<file path="src/hw/rtl/stream_search_replace_assert.svh">
// stream_search_replace_assert.svh: assertion macros for the search and replace block
// depends on nothing; included by the modules that carry assertions
`ifndef STREAM_SEARCH_REPLACE_ASSERT_SVH
`define STREAM_SEARCH_REPLACE_ASSERT_SVH

// assertion on an explicit clock and active-low reset
`define SSR_ASSERT_AT(lbl, clk, rstn, prop, msg) \
  lbl: assert property (@(posedge clk) disable iff (!rstn) prop) else $error(msg);

// assertion on the block clock and reset
`define SSR_ASSERT(lbl, prop, msg) \
  `SSR_ASSERT_AT(lbl, clk_i, rst_ni, prop, msg)

`endif

</file>
<file path="src/hw/rtl/ssr_pkg.sv">
// ssr_pkg: shared types and constants of the stream search and replace block
// no dependencies; used by ssr_ctrl, ssr_dp and stream_search_replace
package ssr_pkg;

  localparam int BYTE_W          = 8;
  localparam int NUM_REPL        = 8;   // replacement bytes held in the config
  localparam int CNT_W           = 4;   // holds a word count up to 8
  localparam int CFG_IDX_W       = 2;
  localparam int CFG_DATA_W      = 64;
  localparam int LEN_W           = 4;
  localparam int MAX_PATTERN_DEF = 8;

  localparam logic [BYTE_W-1:0] NEWLINE = 8'd10;

  // input command codes
  localparam logic CMD_DATA = 1'b0;
  localparam logic CMD_EOL  = 1'b1;

  // configuration register indexes
  localparam logic [CFG_IDX_W-1:0] REG_PATTERN_BYTES     = 2'd0;
  localparam logic [CFG_IDX_W-1:0] REG_PATTERN_LEN       = 2'd1;
  localparam logic [CFG_IDX_W-1:0] REG_REPLACEMENT_BYTES = 2'd2;
  localparam logic [CFG_IDX_W-1:0] REG_REPLACEMENT_LEN   = 2'd3;

  typedef struct packed {
    logic              cmd;
    logic [BYTE_W-1:0] data_byte;
  } in_item_t;

  typedef struct packed {
    logic [BYTE_W-1:0] out_byte;
    logic              last_of_run;
  } out_item_t;

  // controller to datapath
  typedef struct packed {
    logic take;   // accept the input word this cycle
    logic emit;   // move the next burst byte into the output register
    logic last;   // that byte is the final one of the burst
  } ctrl_cmd_t;

  // datapath to controller
  typedef struct packed {
    logic [CNT_W-1:0] burst_cnt;  // results the presented word would cause
  } dp_stat_t;

endpackage

</file>
<file path="src/hw/rtl/ssr_dp.sv">
// ssr_dp: datapath of the search and replace block: config registers, match
// window, pattern compare, burst buffer and output register; uses ssr_pkg
module ssr_dp #(
  parameter int MaxPattern = ssr_pkg::MAX_PATTERN_DEF
) (
  input  logic                             clk_i,
  input  logic                             rst_ni,
  input  logic                             cfg_we_i,
  input  logic [ssr_pkg::CFG_IDX_W-1:0]    cfg_index_i,
  input  logic [ssr_pkg::CFG_DATA_W-1:0]   cfg_data_i,
  input  ssr_pkg::in_item_t                in_i,
  input  ssr_pkg::ctrl_cmd_t               cmd_i,
  output ssr_pkg::dp_stat_t                stat_o,
  output ssr_pkg::out_item_t               out_o
);

  localparam int FillW  = $clog2(MaxPattern + 1);
  localparam int BurstW = ssr_pkg::NUM_REPL * ssr_pkg::BYTE_W;

  logic [ssr_pkg::CFG_DATA_W-1:0] pat_q, rep_q;
  logic [ssr_pkg::LEN_W-1:0]      plen_q, rlen_q;

  logic [ssr_pkg::BYTE_W-1:0] win_q [MaxPattern];
  logic [ssr_pkg::BYTE_W-1:0] win_d [MaxPattern];
  logic [ssr_pkg::BYTE_W-1:0] win_n [MaxPattern];
  logic [ssr_pkg::BYTE_W-1:0] win_s [MaxPattern];
  logic [FillW-1:0]           fill_q, fill_d, fill_c, fill_inc, plen_eff;
  logic [ssr_pkg::CNT_W-1:0]  rlen_eff, cnt_n;
  logic [BurstW-1:0]          burst_q, burst_d, burst_n;
  logic                       hit, full;
  ssr_pkg::out_item_t         out_q;

  // configuration registers
  always_ff @(posedge clk_i or negedge rst_ni) begin
    if (!rst_ni) begin
      pat_q  <= '0;
      plen_q <= ssr_pkg::LEN_W'(1);
      rep_q  <= '0;
      rlen_q <= '0;
    end else if (cfg_we_i) begin
      case (cfg_index_i)
        ssr_pkg::REG_PATTERN_BYTES:     pat_q  <= cfg_data_i;
        ssr_pkg::REG_PATTERN_LEN:       plen_q <= cfg_data_i[ssr_pkg::LEN_W-1:0];
        ssr_pkg::REG_REPLACEMENT_BYTES: rep_q  <= cfg_data_i;
        ssr_pkg::REG_REPLACEMENT_LEN:   rlen_q <= cfg_data_i[ssr_pkg::LEN_W-1:0];
        default: ;
      endcase
    end
  end

  // effective lengths: pattern 1..MaxPattern, replacement 0..8
  always_comb begin
    if (plen_q == '0) begin
      plen_eff = FillW'(1);
    end else if (plen_q > ssr_pkg::LEN_W'(MaxPattern)) begin
      plen_eff = FillW'(MaxPattern);
    end else begin
      plen_eff = FillW'(plen_q);
    end
    if (rlen_q > ssr_pkg::CNT_W'(ssr_pkg::NUM_REPL)) begin
      rlen_eff = ssr_pkg::CNT_W'(ssr_pkg::NUM_REPL);
    end else begin
      rlen_eff = ssr_pkg::CNT_W'(rlen_q);
    end
  end

  // window with the new byte appended, its shifted form and the compare
  always_comb begin
    fill_c   = (fill_q >= plen_eff) ? '0 : fill_q;
    fill_inc = fill_c + FillW'(1);
    full     = (fill_inc >= plen_eff);
    hit      = 1'b1;
    for (int i = 0; i < MaxPattern; i++) begin
      win_n[i] = (FillW'(i) == fill_c) ? in_i.data_byte : win_q[i];
    end
    for (int i = 0; i < MaxPattern; i++) begin
      win_s[i] = (i < MaxPattern - 1) ? win_n[(i + 1) % MaxPattern] : win_n[i];
      if (FillW'(i) < plen_eff &&
          win_n[i] != pat_q[i*ssr_pkg::BYTE_W +: ssr_pkg::BYTE_W]) begin
        hit = 1'b0;
      end
    end
  end

  // burst the presented word would produce
  always_comb begin
    burst_n = '0;
    cnt_n   = '0;
    if (in_i.cmd == ssr_pkg::CMD_EOL) begin
      burst_n = {ssr_pkg::NUM_REPL{ssr_pkg::NEWLINE}};
      for (int i = 0; i < MaxPattern; i++) begin
        if (FillW'(i) < fill_c) begin
          burst_n[i*ssr_pkg::BYTE_W +: ssr_pkg::BYTE_W] = win_q[i];
        end
      end
      cnt_n = ssr_pkg::CNT_W'(fill_c) + ssr_pkg::CNT_W'(1);
    end else if (full && hit) begin
      burst_n = rep_q;
      cnt_n   = rlen_eff;
    end else if (full) begin
      burst_n[ssr_pkg::BYTE_W-1:0] = win_n[0];
      cnt_n   = ssr_pkg::CNT_W'(1);
    end
  end

  assign stat_o.burst_cnt = cnt_n;

  // window and fill update
  always_comb begin
    win_d  = win_q;
    fill_d = fill_q;
    if (cfg_we_i && cfg_index_i == ssr_pkg::REG_PATTERN_LEN) begin
      fill_d = '0;
    end
    if (cmd_i.take) begin
      if (in_i.cmd == ssr_pkg::CMD_EOL) begin
        fill_d = '0;
      end else if (!full) begin
        win_d  = win_n;
        fill_d = fill_inc;
      end else if (hit) begin
        win_d  = win_n;
        fill_d = '0;
      end else begin
        win_d  = win_s;
        fill_d = fill_c;
      end
    end
  end

  always_ff @(posedge clk_i or negedge rst_ni) begin
    if (!rst_ni) begin
      fill_q <= '0;
    end else begin
      fill_q <= fill_d;
    end
  end

  always_ff @(posedge clk_i) begin
    win_q <= win_d;
  end

  // burst buffer: loaded on accept, drained a byte at a time
  always_comb begin
    burst_d = burst_q;
    if (cmd_i.take) begin
      burst_d = burst_n;
    end else if (cmd_i.emit) begin
      burst_d = burst_q >> ssr_pkg::BYTE_W;
    end
  end

  always_ff @(posedge clk_i) begin
    burst_q <= burst_d;
  end

  // output register
  always_ff @(posedge clk_i) begin
    if (cmd_i.emit) begin
      out_q.out_byte    <= burst_q[ssr_pkg::BYTE_W-1:0];
      out_q.last_of_run <= cmd_i.last;
    end
  end

  assign out_o = out_q;

endmodule

</file>
<file path="src/hw/rtl/ssr_ctrl.sv">
// ssr_ctrl: controller of the search and replace block: accept and emit
// sequencing, burst counter and output valid; uses ssr_pkg and the assert macros
`include "stream_search_replace_assert.svh"

module ssr_ctrl (
  input  logic                clk_i,
  input  logic                rst_ni,
  input  logic                in_valid_i,
  output logic                in_ready_o,
  output logic                out_valid_o,
  input  logic                out_ready_i,
  input  ssr_pkg::dp_stat_t   stat_i,
  output ssr_pkg::ctrl_cmd_t  cmd_o
);

  localparam logic ST_IDLE = 1'b0;
  localparam logic ST_EMIT = 1'b1;

  logic                      state_q, state_d;
  logic [ssr_pkg::CNT_W-1:0] remain_q, remain_d;
  logic                      out_valid_q, out_valid_d;
  logic                      out_free, emit, final_byte, take;

  // handshake decisions
  always_comb begin
    out_free   = !out_valid_q || out_ready_i;
    emit       = (state_q == ST_EMIT) && out_free;
    final_byte = emit && (remain_q == ssr_pkg::CNT_W'(1));
    in_ready_o = (state_q == ST_IDLE) || final_byte;
    take       = in_valid_i && in_ready_o;
  end

  assign cmd_o.take = take;
  assign cmd_o.emit = emit;
  assign cmd_o.last = final_byte;

  // next state and burst counter
  always_comb begin
    state_d  = state_q;
    remain_d = remain_q;
    if (take) begin
      if (stat_i.burst_cnt != '0) begin
        state_d  = ST_EMIT;
        remain_d = stat_i.burst_cnt;
      end else begin
        state_d  = ST_IDLE;
        remain_d = '0;
      end
    end else if (final_byte) begin
      state_d  = ST_IDLE;
      remain_d = '0;
    end else if (emit) begin
      remain_d = remain_q - ssr_pkg::CNT_W'(1);
    end
  end

  // output valid
  always_comb begin
    out_valid_d = out_valid_q;
    if (emit) begin
      out_valid_d = 1'b1;
    end else if (out_ready_i) begin
      out_valid_d = 1'b0;
    end
  end

  always_ff @(posedge clk_i or negedge rst_ni) begin
    if (!rst_ni) begin
      state_q     <= ST_IDLE;
      remain_q    <= '0;
      out_valid_q <= 1'b0;
    end else begin
      state_q     <= state_d;
      remain_q    <= remain_d;
      out_valid_q <= out_valid_d;
    end
  end

  assign out_valid_o = out_valid_q;

  // checks
  `SSR_ASSERT(a_emit_has_count, (state_q == ST_EMIT) |-> (remain_q != '0), "emit state with empty burst")
  `SSR_ASSERT(a_burst_bound, stat_i.burst_cnt <= ssr_pkg::CNT_W'(8), "burst longer than eight words")
  `SSR_ASSERT(a_burst_start, (take && stat_i.burst_cnt != '0) |=> (state_q == ST_EMIT && remain_q == $past(stat_i.burst_cnt)), "burst not started")
  `SSR_ASSERT(a_count_down, (emit && !take && remain_q > ssr_pkg::CNT_W'(1)) |=> (remain_q == $past(remain_q) - ssr_pkg::CNT_W'(1)), "burst count skipped")
  `SSR_ASSERT(a_emit_fills_out, emit |=> out_valid_q, "emitted word not shown")

endmodule

</file>
<file path="src/hw/rtl/stream_search_replace.sv">
// stream_search_replace: top level of the streaming search and replace block
// depends on ssr_pkg, ssr_ctrl and ssr_dp
//
// Usage:
//   Input channel (in_valid_i/in_ready_o, in_i): one word per text byte, cmd 0
//   with data_byte, or cmd 1 closing a line. Output channel (out_valid_o,
//   out_ready_i, out_o): result words, out_byte plus last_of_run on the final
//   word caused by one input word. Config channel (cfg_valid_i, cfg_index_i,
//   cfg_data_i) is always ready; write it only while the block is idle.
//   Index 0 pattern bytes, 1 pattern length (clears the held window),
//   2 replacement bytes, 3 replacement length.
// Flow:
//   A word that produces no result leaves the controller idle. A word producing n
//   results loads the burst buffer on acceptance; the bytes then move into the
//   output register one result per cycle while the receiver is ready, and the
//   next input word is taken in the cycle the last of them enters the output
//   register. The single output register, fed one byte per cycle from the burst
//   buffer, paces the results.
// Reset: configuration returns to pattern length 1, empty replacement, zero
//   bytes; the window is empty and no result is pending.
// Stall: a held output word stays put, the burst waits and no new input word
//   is taken until the burst has drained into the output register.
module stream_search_replace #(
  parameter int MAX_PATTERN = ssr_pkg::MAX_PATTERN_DEF
) (
  input  logic                           clk_i,
  input  logic                           rst_ni,
  input  logic                           in_valid_i,
  output logic                           in_ready_o,
  input  ssr_pkg::in_item_t              in_i,
  output logic                           out_valid_o,
  input  logic                           out_ready_i,
  output ssr_pkg::out_item_t             out_o,
  input  logic                           cfg_valid_i,
  output logic                           cfg_ready_o,
  input  logic [ssr_pkg::CFG_IDX_W-1:0]  cfg_index_i,
  input  logic [ssr_pkg::CFG_DATA_W-1:0] cfg_data_i
);

  ssr_pkg::ctrl_cmd_t cmd;
  ssr_pkg::dp_stat_t  stat;

  // config writes are taken at once
  assign cfg_ready_o = 1'b1;

  // sequencing
  ssr_ctrl u_ctrl (
    .clk_i       (clk_i),
    .rst_ni      (rst_ni),
    .in_valid_i  (in_valid_i),
    .in_ready_o  (in_ready_o),
    .out_valid_o (out_valid_o),
    .out_ready_i (out_ready_i),
    .stat_i      (stat),
    .cmd_o       (cmd)
  );

  // window, compare and output data
  ssr_dp #(
    .MaxPattern (MAX_PATTERN)
  ) u_dp (
    .clk_i       (clk_i),
    .rst_ni      (rst_ni),
    .cfg_we_i    (cfg_valid_i && cfg_ready_o),
    .cfg_index_i (cfg_index_i),
    .cfg_data_i  (cfg_data_i),
    .in_i        (in_i),
    .cmd_i       (cmd),
    .stat_o      (stat),
    .out_o       (out_o)
  );

endmodule
</file>
<file path="config.mk">
export PLATFORM = sky130hd
export DESIGN_NAME = stream_search_replace
export DESIGN_NICKNAME = d
export VERILOG_FILES = /design/src/hw/rtl/ssr_pkg.sv /design/src/hw/rtl/ssr_dp.sv /design/src/hw/rtl/ssr_ctrl.sv /design/src/hw/rtl/stream_search_replace.sv
export VERILOG_INCLUDE_DIRS = /design/src /design/src/hw/rtl
export SDC_FILE = /design/constraint.sdc
export NUM_CORES = 1
export LEC_CHECK = 0
export BUFFER_PORTS_ARGS = -buffer_cell sky130_fd_sc_hd__buf_4
export CAP_MARGIN = 20
export CORE_ASPECT_RATIO = 0.7
export CORE_UTILIZATION = 65
export DETAILED_ROUTE_END_ITERATION = 8
export PLACE_DENSITY_LB_ADDON = 0.12
export SKIP_LAST_GASP = 1
export SLEW_MARGIN = 40
export SYNTH_ARGS = -nofsm -noshare
export SYNTH_HDL_FRONTEND = slang
export SYNTH_SLANG_ARGS = --single-unit
</file>
<file path="constraint.sdc">
create_clock -name clk_i -period 11.2 [get_ports clk_i]
set_input_delay 2.24 -clock clk_i [delete_from_list [all_inputs] [get_ports clk_i]]
set_output_delay 2.24 -clock clk_i [all_outputs]
set_load 0.005 [all_outputs]
</file>
==> results of run 1 <==
## synthesized netlist by cell type, types with 17 or more instances
library cell / n / area [um2]
sky130_fd_sc_hd__dfrtp_1: 145 / 3628
sky130_fd_sc_hd__edfxtp_1: 137 / 4114
sky130_fd_sc_hd__mux2_2: 125 / 1408
sky130_fd_sc_hd__nand2_1: 47 / 176.4
sky130_fd_sc_hd__nor2_1: 47 / 176.4
sky130_fd_sc_hd__a21oi_1: 42 / 210.2
sky130_fd_sc_hd__or3_1: 41 / 256.5
sky130_fd_sc_hd__a22o_1: 40 / 350.3
sky130_fd_sc_hd__clkbuf_1: 40 / 150.1
sky130_fd_sc_hd__o21ai_0: 40 / 200.2
sky130_fd_sc_hd__xnor2_1: 40 / 350.3
sky130_fd_sc_hd__xor2_1: 40 / 350.3
sky130_fd_sc_hd__a21o_1: 39 / 292.8
sky130_fd_sc_hd__inv_1: 34 / 127.6
sky130_fd_sc_hd__nand3_1: 24 / 120.1
sky130_fd_sc_hd__o221a_2: 24 / 270.3
sky130_fd_sc_hd__o221a_1: 22 / 247.7
sky130_fd_sc_hd__buf_2: 20 / 100.1
sky130_fd_sc_hd__and3_1: 19 / 118.9
sky130_fd_sc_hd__a31oi_1: 17 / 106.4
## per-stage QoR
step	hold WS (ns)	utilization	cells	setup WS (ns)
finish	0.4098	0.7427	1634	4.407
global route	0.4273	0.7427	1634	4.045
CTS	0.4156	0.7418	1632	4.315
detailed placement	0.4045	0.6977	1580	4.359
global placement	0.4022	0.6965	1579	4.658
floorplan	0.4003	-	1249	4.996
## power groups by stage
stage | registers (W) | logic, W | clock network [W]
5_1_grt | 0.00168 | 0.00120 | 0.00106
3_3_place_gp | 0.00166 | 0.00106 | 0
4_1_cts | 0.00165 | 0.00109 | 0.00102
3_5_place_dp | 0.00167 | 0.00109 | 0
6_report | 0.00166 | 0.00111 | 0.00102
2_1_floorplan | 0.00159 | 0.000828 | 0
## routing by layer
layer / up-vias / GRT usage / share of wire
met5: - / 0 / 0
met4: 0 / 0.1216 / 0.035
li1: 4929 / - / -
met2: 658 / 0.5312 / 0.44
met1: 5613 / 0.5235 / 0.43
met3: 105 / 0.06991 / 0.10
## layout make-up
type	instances	area (um2)
Tap cell	312	390.4
Timing Repair Buffer	105	802.0
Inverter	34	127.6
Fill cell	1566	5819
Clock inverter	11	142.6
Sequential cell	283	7769
Clock buffer	41	854.6
Multi-Input combinational cell	848	6714
## cell families (layout without fill, tap and decap cells)
family                     Yosys count  after routing  share of synthesized area
AOI/OAI and AO/OA                  338            338                     0.1770
muxes                              141            141                     0.1075
adders and majority gates           11             11                   0.009196
xor gates and xnor gates            80             80                    0.04682
and+or+nand+nor                    277            277                     0.1052
DFF                                283            283                     0.5191
buffers and inverters              118            191                    0.03495
other                                1              1                  0.0002506
## registers in the layout (all words and copies together), names as in the netlist
signal,cells
u_ctrl.out_valid_o,1
u_ctrl.remain_q,4
u_ctrl.state_q,1
u_dp.burst_q,64
u_dp.fill_q,4
u_dp.out_o,9
u_dp.pat_q,64
u_dp.plen_q,4
u_dp.rep_q,64
u_dp.rlen_q,4
u_dp.win_q,64
## layout by cell type, fill, tap and decap left out, types with 41 or more instances in the layout
master,n
sky130_fd_sc_hd__a21oi_1,42
sky130_fd_sc_hd__buf_4,97
sky130_fd_sc_hd__dfrtp_1,145
sky130_fd_sc_hd__edfxtp_1,137
sky130_fd_sc_hd__mux2_2,125
sky130_fd_sc_hd__nand2_1,45
sky130_fd_sc_hd__nor2_1,46
sky130_fd_sc_hd__or3_1,41
## worst max-delay path, stage by stage, from the launching register on
cell and delay, ns:
sky130_fd_sc_hd__dfrtp_1 0.44, sky130_fd_sc_hd__nor2_1 0.12, sky130_fd_sc_hd__nor2_1 0.05, sky130_fd_sc_hd__nor2_1 0.25
sky130_fd_sc_hd__ha_1 0.31, sky130_fd_sc_hd__or3b_4 0.41, sky130_fd_sc_hd__a21oi_4 0.57, sky130_fd_sc_hd__nand2_1 0.26
sky130_fd_sc_hd__ha_1 0.40, sky130_fd_sc_hd__inv_1 0.29, sky130_fd_sc_hd__a21oi_1 0.15, sky130_fd_sc_hd__and3_1 0.20
sky130_fd_sc_hd__nor4b_1 0.37, sky130_fd_sc_hd__nand4_1 0.28, sky130_fd_sc_hd__nor2b_2 0.49, sky130_fd_sc_hd__a311o_2 0.75
sky130_fd_sc_hd__buf_4 0.51, sky130_fd_sc_hd__mux2i_2 0.52, sky130_fd_sc_hd__o221a_2 0.27
## how the worst max path moves through the flow
stage | from | slack, ns | to | cells after the start
floorplan | out_ready_i | 5.00 | u_dp.burst_q[6] | 9
global placement | in_i[6] | 4.66 | u_dp.win_q[19] | 12
detailed placement | in_i[6] | 4.36 | u_dp.win_q[20] | 12
CTS | u_dp.plen_q[2] | 4.32 | u_dp.win_q[20] | 18
global route | u_dp.plen_q[2] | 4.04 | u_dp.win_q[30] | 18
finish | u_dp.plen_q[2] | 4.41 | u_dp.win_q[20] | 18
==> summary.txt, run 1 <==
Outcome
  • Result of the run: complete, no violations

CTS
  • # Post-CTS Setup Buffers: 0
  • Cells resized by post-CTS repair: 0
  • Clk buf depth: 3
  • Insertion delay to the later sink of the worst-skew pair: around 0.56 ns
  • Clock buffers created by TritonCTS: 28
  • H-tree depth: 1
  • Post-CTS clock slew at the launch and capture registers of the worst setup and hold paths: 0.08 ns
  • Cts hold-fix bufs: 0
  • Cell at the root of the clock tree: sky130_fd_sc_hd__clkbuf_16
  • Sink count of the clock tree: about 280
  • CTS tree: done

GRT
  • Overall overflow remaining after global route: 0
  • Wire length of the first global-routing pass: approximately 64000 um
  • Overall fraction of global-route tracks in use: 0.3560
  • Number of global-route vias before repair: around 11000
  • Initial antenna violation count: 0
  • Largest net degree at the start of global routing: just under 80

Detailed routing
  • First-pass iteration count of the detailed router: 5
  • DRC: 0
  • Detailed router's first-iteration violation count: between 1000 and 1500
  • Via-to-Cell Ratio: ~7
  • Via count: around 11000
  • Number of nets still failing antenna checks after routing: 0
  • Total routed wirelength: 41380 um
  • Post-DR wirelength/cell: about 25 um

Timing
  • Final Max Slew Viols: 0
  • Final-report hold violation count: 0
  • Slew at the pin with the worst max-slew slack: 0.8382 ns
  • Fin Setup TNS: 0 ns
  • Setup repair after global routing missed its margin: no
  • Max Clk Rate: ~0.15 GHz
  • Fin crit period: between 6 and 7 ns
  • Count of endpoints failing setup in the final report: 0
  • Remaining max-slew budget at the tightest pin: 0.4387
  • Tcrit/Tclk final: 0.6066
  • Worst clock skew: between 0.02 and 0.025 ns

Run
  • Max cap viols: 0

Synth
  • Library cells used by synthesis: 88
  • Post-synthesis sequential area ratio: 0.5191
  • Synthesized flop and latch total: between 200 and 300
  • Number of nets in the synthesized netlist: 1340
  • Avg Synthesized Cell Area: approximately 12 um2
  • Syn Inst Count: approximately 1200
  • Post-synth top flop: sky130_fd_sc_hd__dfrtp_1
  • Cell area after synthesis: about 15000 um2
  • Post-synthesis async set-or-reset flop share: 0.5159
  • Count of yosys warnings during synthesis: 0
  • Count of flip-flops with a built-in enable after synthesis: 137

Floorplanning
  • Die Footprint: 23640 um2
  • Horizontal die dimension: ~180 um
  • Starting density of the core: 0.6616
  • Placeable core region: 22620 um2
  • Num rows: 46
  • Number of primary I/O pins: ~90
  • Die H: around 130 um

Power
  • Power density relative to cell area: 225.5 nW/um2
  • Switching power as a share of total power: 0.3211
  • Leak Pwr: between 6 and 7 nW
  • Total chip power: about 0.0038 W
  • Proportion of power drawn by the clock network: 0.268
  • Fraction of power consumed by sequential logic: 0.439
  • Worst supply voltage drop on vdd: between 0.00015 and 0.0002 V
  • Logic gate share of total power: 0.293
  • Net Sw Power: about 0.0012 W
  • Internal power: about 0.0026 W

Placed design
  • Detailed-placement wirelength estimate: about 27000 um
  • Port Buffer Count: 90
  • RD Place Congestion: around 0.91
  • Post-DP Area: between 15000 and 20000 um2

Worst hold path
  • Hold crit path type: flip-flop to flip-flop
  • Startpoint of the tightest hold check path: u_dp.burst_q[1]
  • Worst Hold Endpoint: u_dp.out_o[2]
  • Min-Delay Path Depth: 0

Worst setup path
  • Reg-to-reg slack, setup: 4.41 ns
  • Critical path type: flip-flop to flip-flop
  • Capturing element type of the critical path: flip-flop
  • Data required time at the worst endpoint: around 12 ns
  • FF-to-FF Start: u_dp.plen_q[2]
  • Critical path arrival: roughly 7.2 ns
  • Worst Reg2Reg Path Length in Cells: 18
  • Kind of start point of the critical path: flip-flop
  • End of the worst register-to-register path: u_dp.win_q[20]
  • Maximum net fanout on the critical path: 46

Cells and area
  • Area of all placed cells without fillers: ~17000 um2
  • Fraction of layout instances using a drive strength above 1: 0.2572
  • Antenna diode instance count: 0
  • Area growth from synthesis to layout: 12.26%
  • Number of nets at the end of the flow: between 1000 and 1500
Power figures use the tool's default switching activity.
==> inputs of run 2 (changes only) <==
--- a/config.mk
+++ b/config.mk
@@ -9,7 +9,7 @@
 export BUFFER_PORTS_ARGS = -buffer_cell sky130_fd_sc_hd__buf_4
 export CAP_MARGIN = 20
 export CORE_ASPECT_RATIO = 0.7
-export CORE_UTILIZATION = 65
+export CORE_UTILIZATION = 56
 export DETAILED_ROUTE_END_ITERATION = 8
 export PLACE_DENSITY_LB_ADDON = 0.12
 export SKIP_LAST_GASP = 1
==> constraint.sdc (replaced) <==
create_clock -name clk_i -period 5.65 [get_ports clk_i]
set_input_delay 1.13 -clock clk_i [delete_from_list [all_inputs] [get_ports clk_i]]
set_output_delay 1.13 -clock clk_i [all_outputs]
set_load 0.005 [all_outputs]
==> run 2 against run 1 <==
First-iteration DRC count grew 9.6%; non-clock buffer count grew 20; clock skew shrank 0.0092 ns; clock-buffer cell count grew 3; sequential power grew 97%; highest routed layer unchanged.
==> summary.txt, run 2 (synthesis gave the netlist of run 1 again) <==
Worst setup path
  • Kind of start point of the critical path: flip-flop (unchanged)
  • FF-to-FF Start: u_dp.plen_q[2] (unchanged)
  • Worst Reg2Reg Path Length in Cells: 20 (was 18)
  • End of the worst register-to-register path: u_dp.win_q[51] (was u_dp.win_q[20])
  • Data required time at the worst endpoint: 6.07 ns (was 11.62 ns)
  • Maximum net fanout on the critical path: 30 (was 46)
  • Critical path arrival: 5.70 ns (was 7.22 ns)
  • Critical path type: flip-flop to flip-flop (unchanged)
  • CP endpoint: u_dp.win_q[51] (was u_dp.win_q[20])
  • Reg-to-reg slack, setup: 0.37 ns (was 4.41 ns)
  • Capturing element type of the critical path: flip-flop (unchanged)
  • Worst Setup SP: u_dp.plen_q[2] (unchanged)

Detailed routing
  • Detailed router's first-iteration violation count: 1475 (was 1346)
  • Via-to-Cell Ratio: 6.603 (was 6.919)
  • Total routed wirelength: 42090 um (was 41380 um)
  • Number of nets still failing antenna checks after routing: 0 (unchanged)
  • Post-DR wirelength/cell: 24.77 um (was 25.32 um)
  • DRC: 0 (unchanged)
  • First-pass iteration count of the detailed router: 6 (was 5)
  • Via count: 11220 (was 11310)

CTS
  • # Post-CTS Setup Buffers: 0 (unchanged)
  • Cells resized by post-CTS repair: 0 (unchanged)
  • Insertion delay to the later sink of the worst-skew pair: 0.56 ns (about the same)
  • Post-CTS clock slew at the launch and capture registers of the worst setup and hold paths: 0.07 ns (was 0.08 ns)
  • CTS tree: done (unchanged)
  • Clock buffers created by TritonCTS: 28 (unchanged)
  • H-tree depth: 1 (unchanged)
  • Cell at the root of the clock tree: sky130_fd_sc_hd__clkbuf_16 (unchanged)
  • Sink count of the clock tree: 283 (unchanged)
  • Cts hold-fix bufs: 0 (unchanged)
  • Clk buf depth: 3 (unchanged)

Outcome
  • Result of the run: complete, no violations (unchanged)

Cells and area
  • Commonest non-fill, non-tap cells in the layout: 145 x sky130_fd_sc_hd__dfrtp_1, 137 x sky130_fd_sc_hd__edfxtp_1, 125 x sky130_fd_sc_hd__mux2_2 (unchanged)
  • Fraction of layout instances using a drive strength above 1: 0.2630 (was 0.2572)
  • Antenna diode instance count: 0 (unchanged)
  • Fin cells: 1699 (was 1634)
  • Number of nets at the end of the flow: 1411 (was 1391)
  • Most frequent standard cell in the layout excluding fill and tap cells: sky130_fd_sc_hd__dfrtp_1 (unchanged)
  • Final Util: 0.6523 (was 0.7427)
  • Area growth from synthesis to layout: 13.04% (was 12.26%)

GRT
  • Overall overflow remaining after global route: 0 (unchanged)
  • Overall fraction of global-route tracks in use: 0.3129 (was 0.3560)
  • Largest net degree at the start of global routing: 78 (unchanged)
  • Number of global-route vias before repair: 10810 (was 10780)
  • Wire length of the first global-routing pass: 65170 um (was 63510 um)
  • Initial antenna violation count: 0 (unchanged)

Placed design
  • Port Buffer Count: 90 (unchanged)
  • Count of placed standard cells including taps: 1647 (was 1580)
  • Detailed-placement wirelength estimate: 28270 um (was 27130 um)
  • RD Place Congestion: 0.9312 (was 0.9135)

Power
  • Internal power: 0.004974 W (was 0.002572 W)
  • Switching power as a share of total power: 0.3245 (was 0.3211)
  • Logic gate share of total power: 0.308 (was 0.293)
  • Fraction of power consumed by sequential logic: 0.444 (was 0.439)
  • Worst supply voltage drop on vdd: 0.0002553 V (was 0.0001543 V)
  • Leak Pwr: 6.666 nW (was 6.611 nW)
  • Power density relative to cell area: 435.3 nW/um2 (was 225.5 nW/um2)
  • Net Sw Power: 0.002390 W (was 0.001217 W)
  • Proportion of power drawn by the clock network: 0.248 (was 0.268)

Timing
  • Final-report hold violation count: 0 (unchanged)
  • Fin crit period: 5.277 ns (was 6.793 ns)
  • Final Max Slew Viols: 0 (unchanged)
  • Tcrit/Tclk final: 0.9341 (was 0.6066)
  • Worst clock skew: 0.01294 ns (was 0.02214 ns)
  • Slew at the pin with the worst max-slew slack: 0.8541 ns (was 0.8382 ns)
  • Remaining max-slew budget at the tightest pin: 0.4306 (was 0.4387)
  • Count of endpoints failing setup in the final report: 0 (unchanged)
  • Setup repair after global routing missed its margin: no (unchanged)
  • Max Clk Rate: 0.1895 GHz (was 0.1472 GHz)
  • Fin Setup TNS: 0 ns (unchanged)

Floorplanning
  • Die Footprint: 27390 um2 (was 23640 um2)
  • Starting density of the core: 0.5771 (was 0.6616)
  • Number of primary I/O pins: 92 (unchanged)
  • Num rows: 49 (was 46)
  • Horizontal die dimension: 197.4 um (was 183.4 um)
  • Die H: 138.8 um (was 129.0 um)
  • Placeable core region: 25930 um2 (was 22620 um2)

Worst hold path
  • Min-Delay Path Depth: 0 (unchanged)
  • Hold crit path type: flip-flop to flip-flop (unchanged)

Run
  • Max cap viols: 0 (unchanged)
-- run 2: worst min-delay path by stage --
| stage | startpoint | end | slack, ns |
|---|---|---|---|
| 2_1_floorplan | u_dp.burst_q[0] | u_dp.out_o[1] | 0.40 |
| 3_3_place_gp | u_dp.burst_q[3] | u_dp.out_o[4] | 0.40 |
| 3_5_place_dp | u_dp.burst_q[5] | u_dp.out_o[6] | 0.41 |
| 4_1_cts | u_dp.burst_q[1] | u_dp.out_o[2] | 0.42 |
| 5_1_grt | u_dp.burst_q[5] | u_dp.out_o[6] | 0.43 |
| 6_report | u_dp.burst_q[1] | u_dp.out_o[2] | 0.42 |
-- run 2: stage by stage --
step | instance area [um2] | total power, W | worst slack (ns) | hold WS [ns]
floorplan | 14970 | 0.004802 | 0.5562 | 0.4003
global placement | 16020 | 0.005472 | 0.4247 | 0.4029
detailed placement | 16030 | 0.005519 | 0.3121 | 0.4062
CTS | 16910 | 0.007360 | 0.2967 | 0.4238
global route | 16920 | 0.007709 | 0.05603 | 0.4298
finish | 16920 | 0.007364 | 0.3726 | 0.4154
-- run 2: layout make-up --
cell class,instances,area [um2]
clock inverter,8,70.07
tap,357,446.7
timing repair buffer,125,987.2
inverter,34,127.6
clock buffer,44,802.0
sequential,283,7769
multi-input combinational,848,6715
fill,2058,9016
-- run 2: per-layer routing --
| metal | vias up | wire [um] | global-route usage |
|---|---|---|---|
| li1 | 4968 | - | - |
| met1 | 5641 | 19040 | 0.4780 |
| met2 | 549 | 18550 | 0.4585 |
| met3 | 60 | 3695 | 0.06712 |
| met4 | 0 | 808 | 0.06406 |
| met5 | - | 0 | 0 |
-- run 2: power by group through the flow --
stage	sequential (W)	combinational (W)	clock [W]
2_1_floorplan	0.00316	0.00164	0
3_3_place_gp	0.00328	0.00219	0
3_5_place_dp	0.00329	0.00223	0
4_1_cts	0.00326	0.00225	0.00185
5_1_grt	0.00331	0.00247	0.00193
6_report	0.00327	0.00227	0.00183
-- run 2: worst max-delay path, stage by stage (launching register included) --
cell                      delay [ns]
sky130_fd_sc_hd__dfrtp_1        0.43
sky130_fd_sc_hd__nor2_1         0.12
sky130_fd_sc_hd__nor2_1         0.05
sky130_fd_sc_hd__nor2_1         0.24
sky130_fd_sc_hd__ha_1           0.31
sky130_fd_sc_hd__or3b_4         0.41
sky130_fd_sc_hd__a21oi_4        0.26
sky130_fd_sc_hd__and2_1         0.22
sky130_fd_sc_hd__inv_1          0.05
sky130_fd_sc_hd__ha_1           0.30
sky130_fd_sc_hd__inv_1          0.25
sky130_fd_sc_hd__a21oi_1        0.15
sky130_fd_sc_hd__and3_1         0.21
sky130_fd_sc_hd__nor4_1         0.33
sky130_fd_sc_hd__nand4_1        0.24
sky130_fd_sc_hd__nor2b_1        0.16
sky130_fd_sc_hd__buf_4          0.19
sky130_fd_sc_hd__a311o_2        0.23
sky130_fd_sc_hd__buf_4          0.33
sky130_fd_sc_hd__mux2i_4        0.41
sky130_fd_sc_hd__o221a_1        0.24
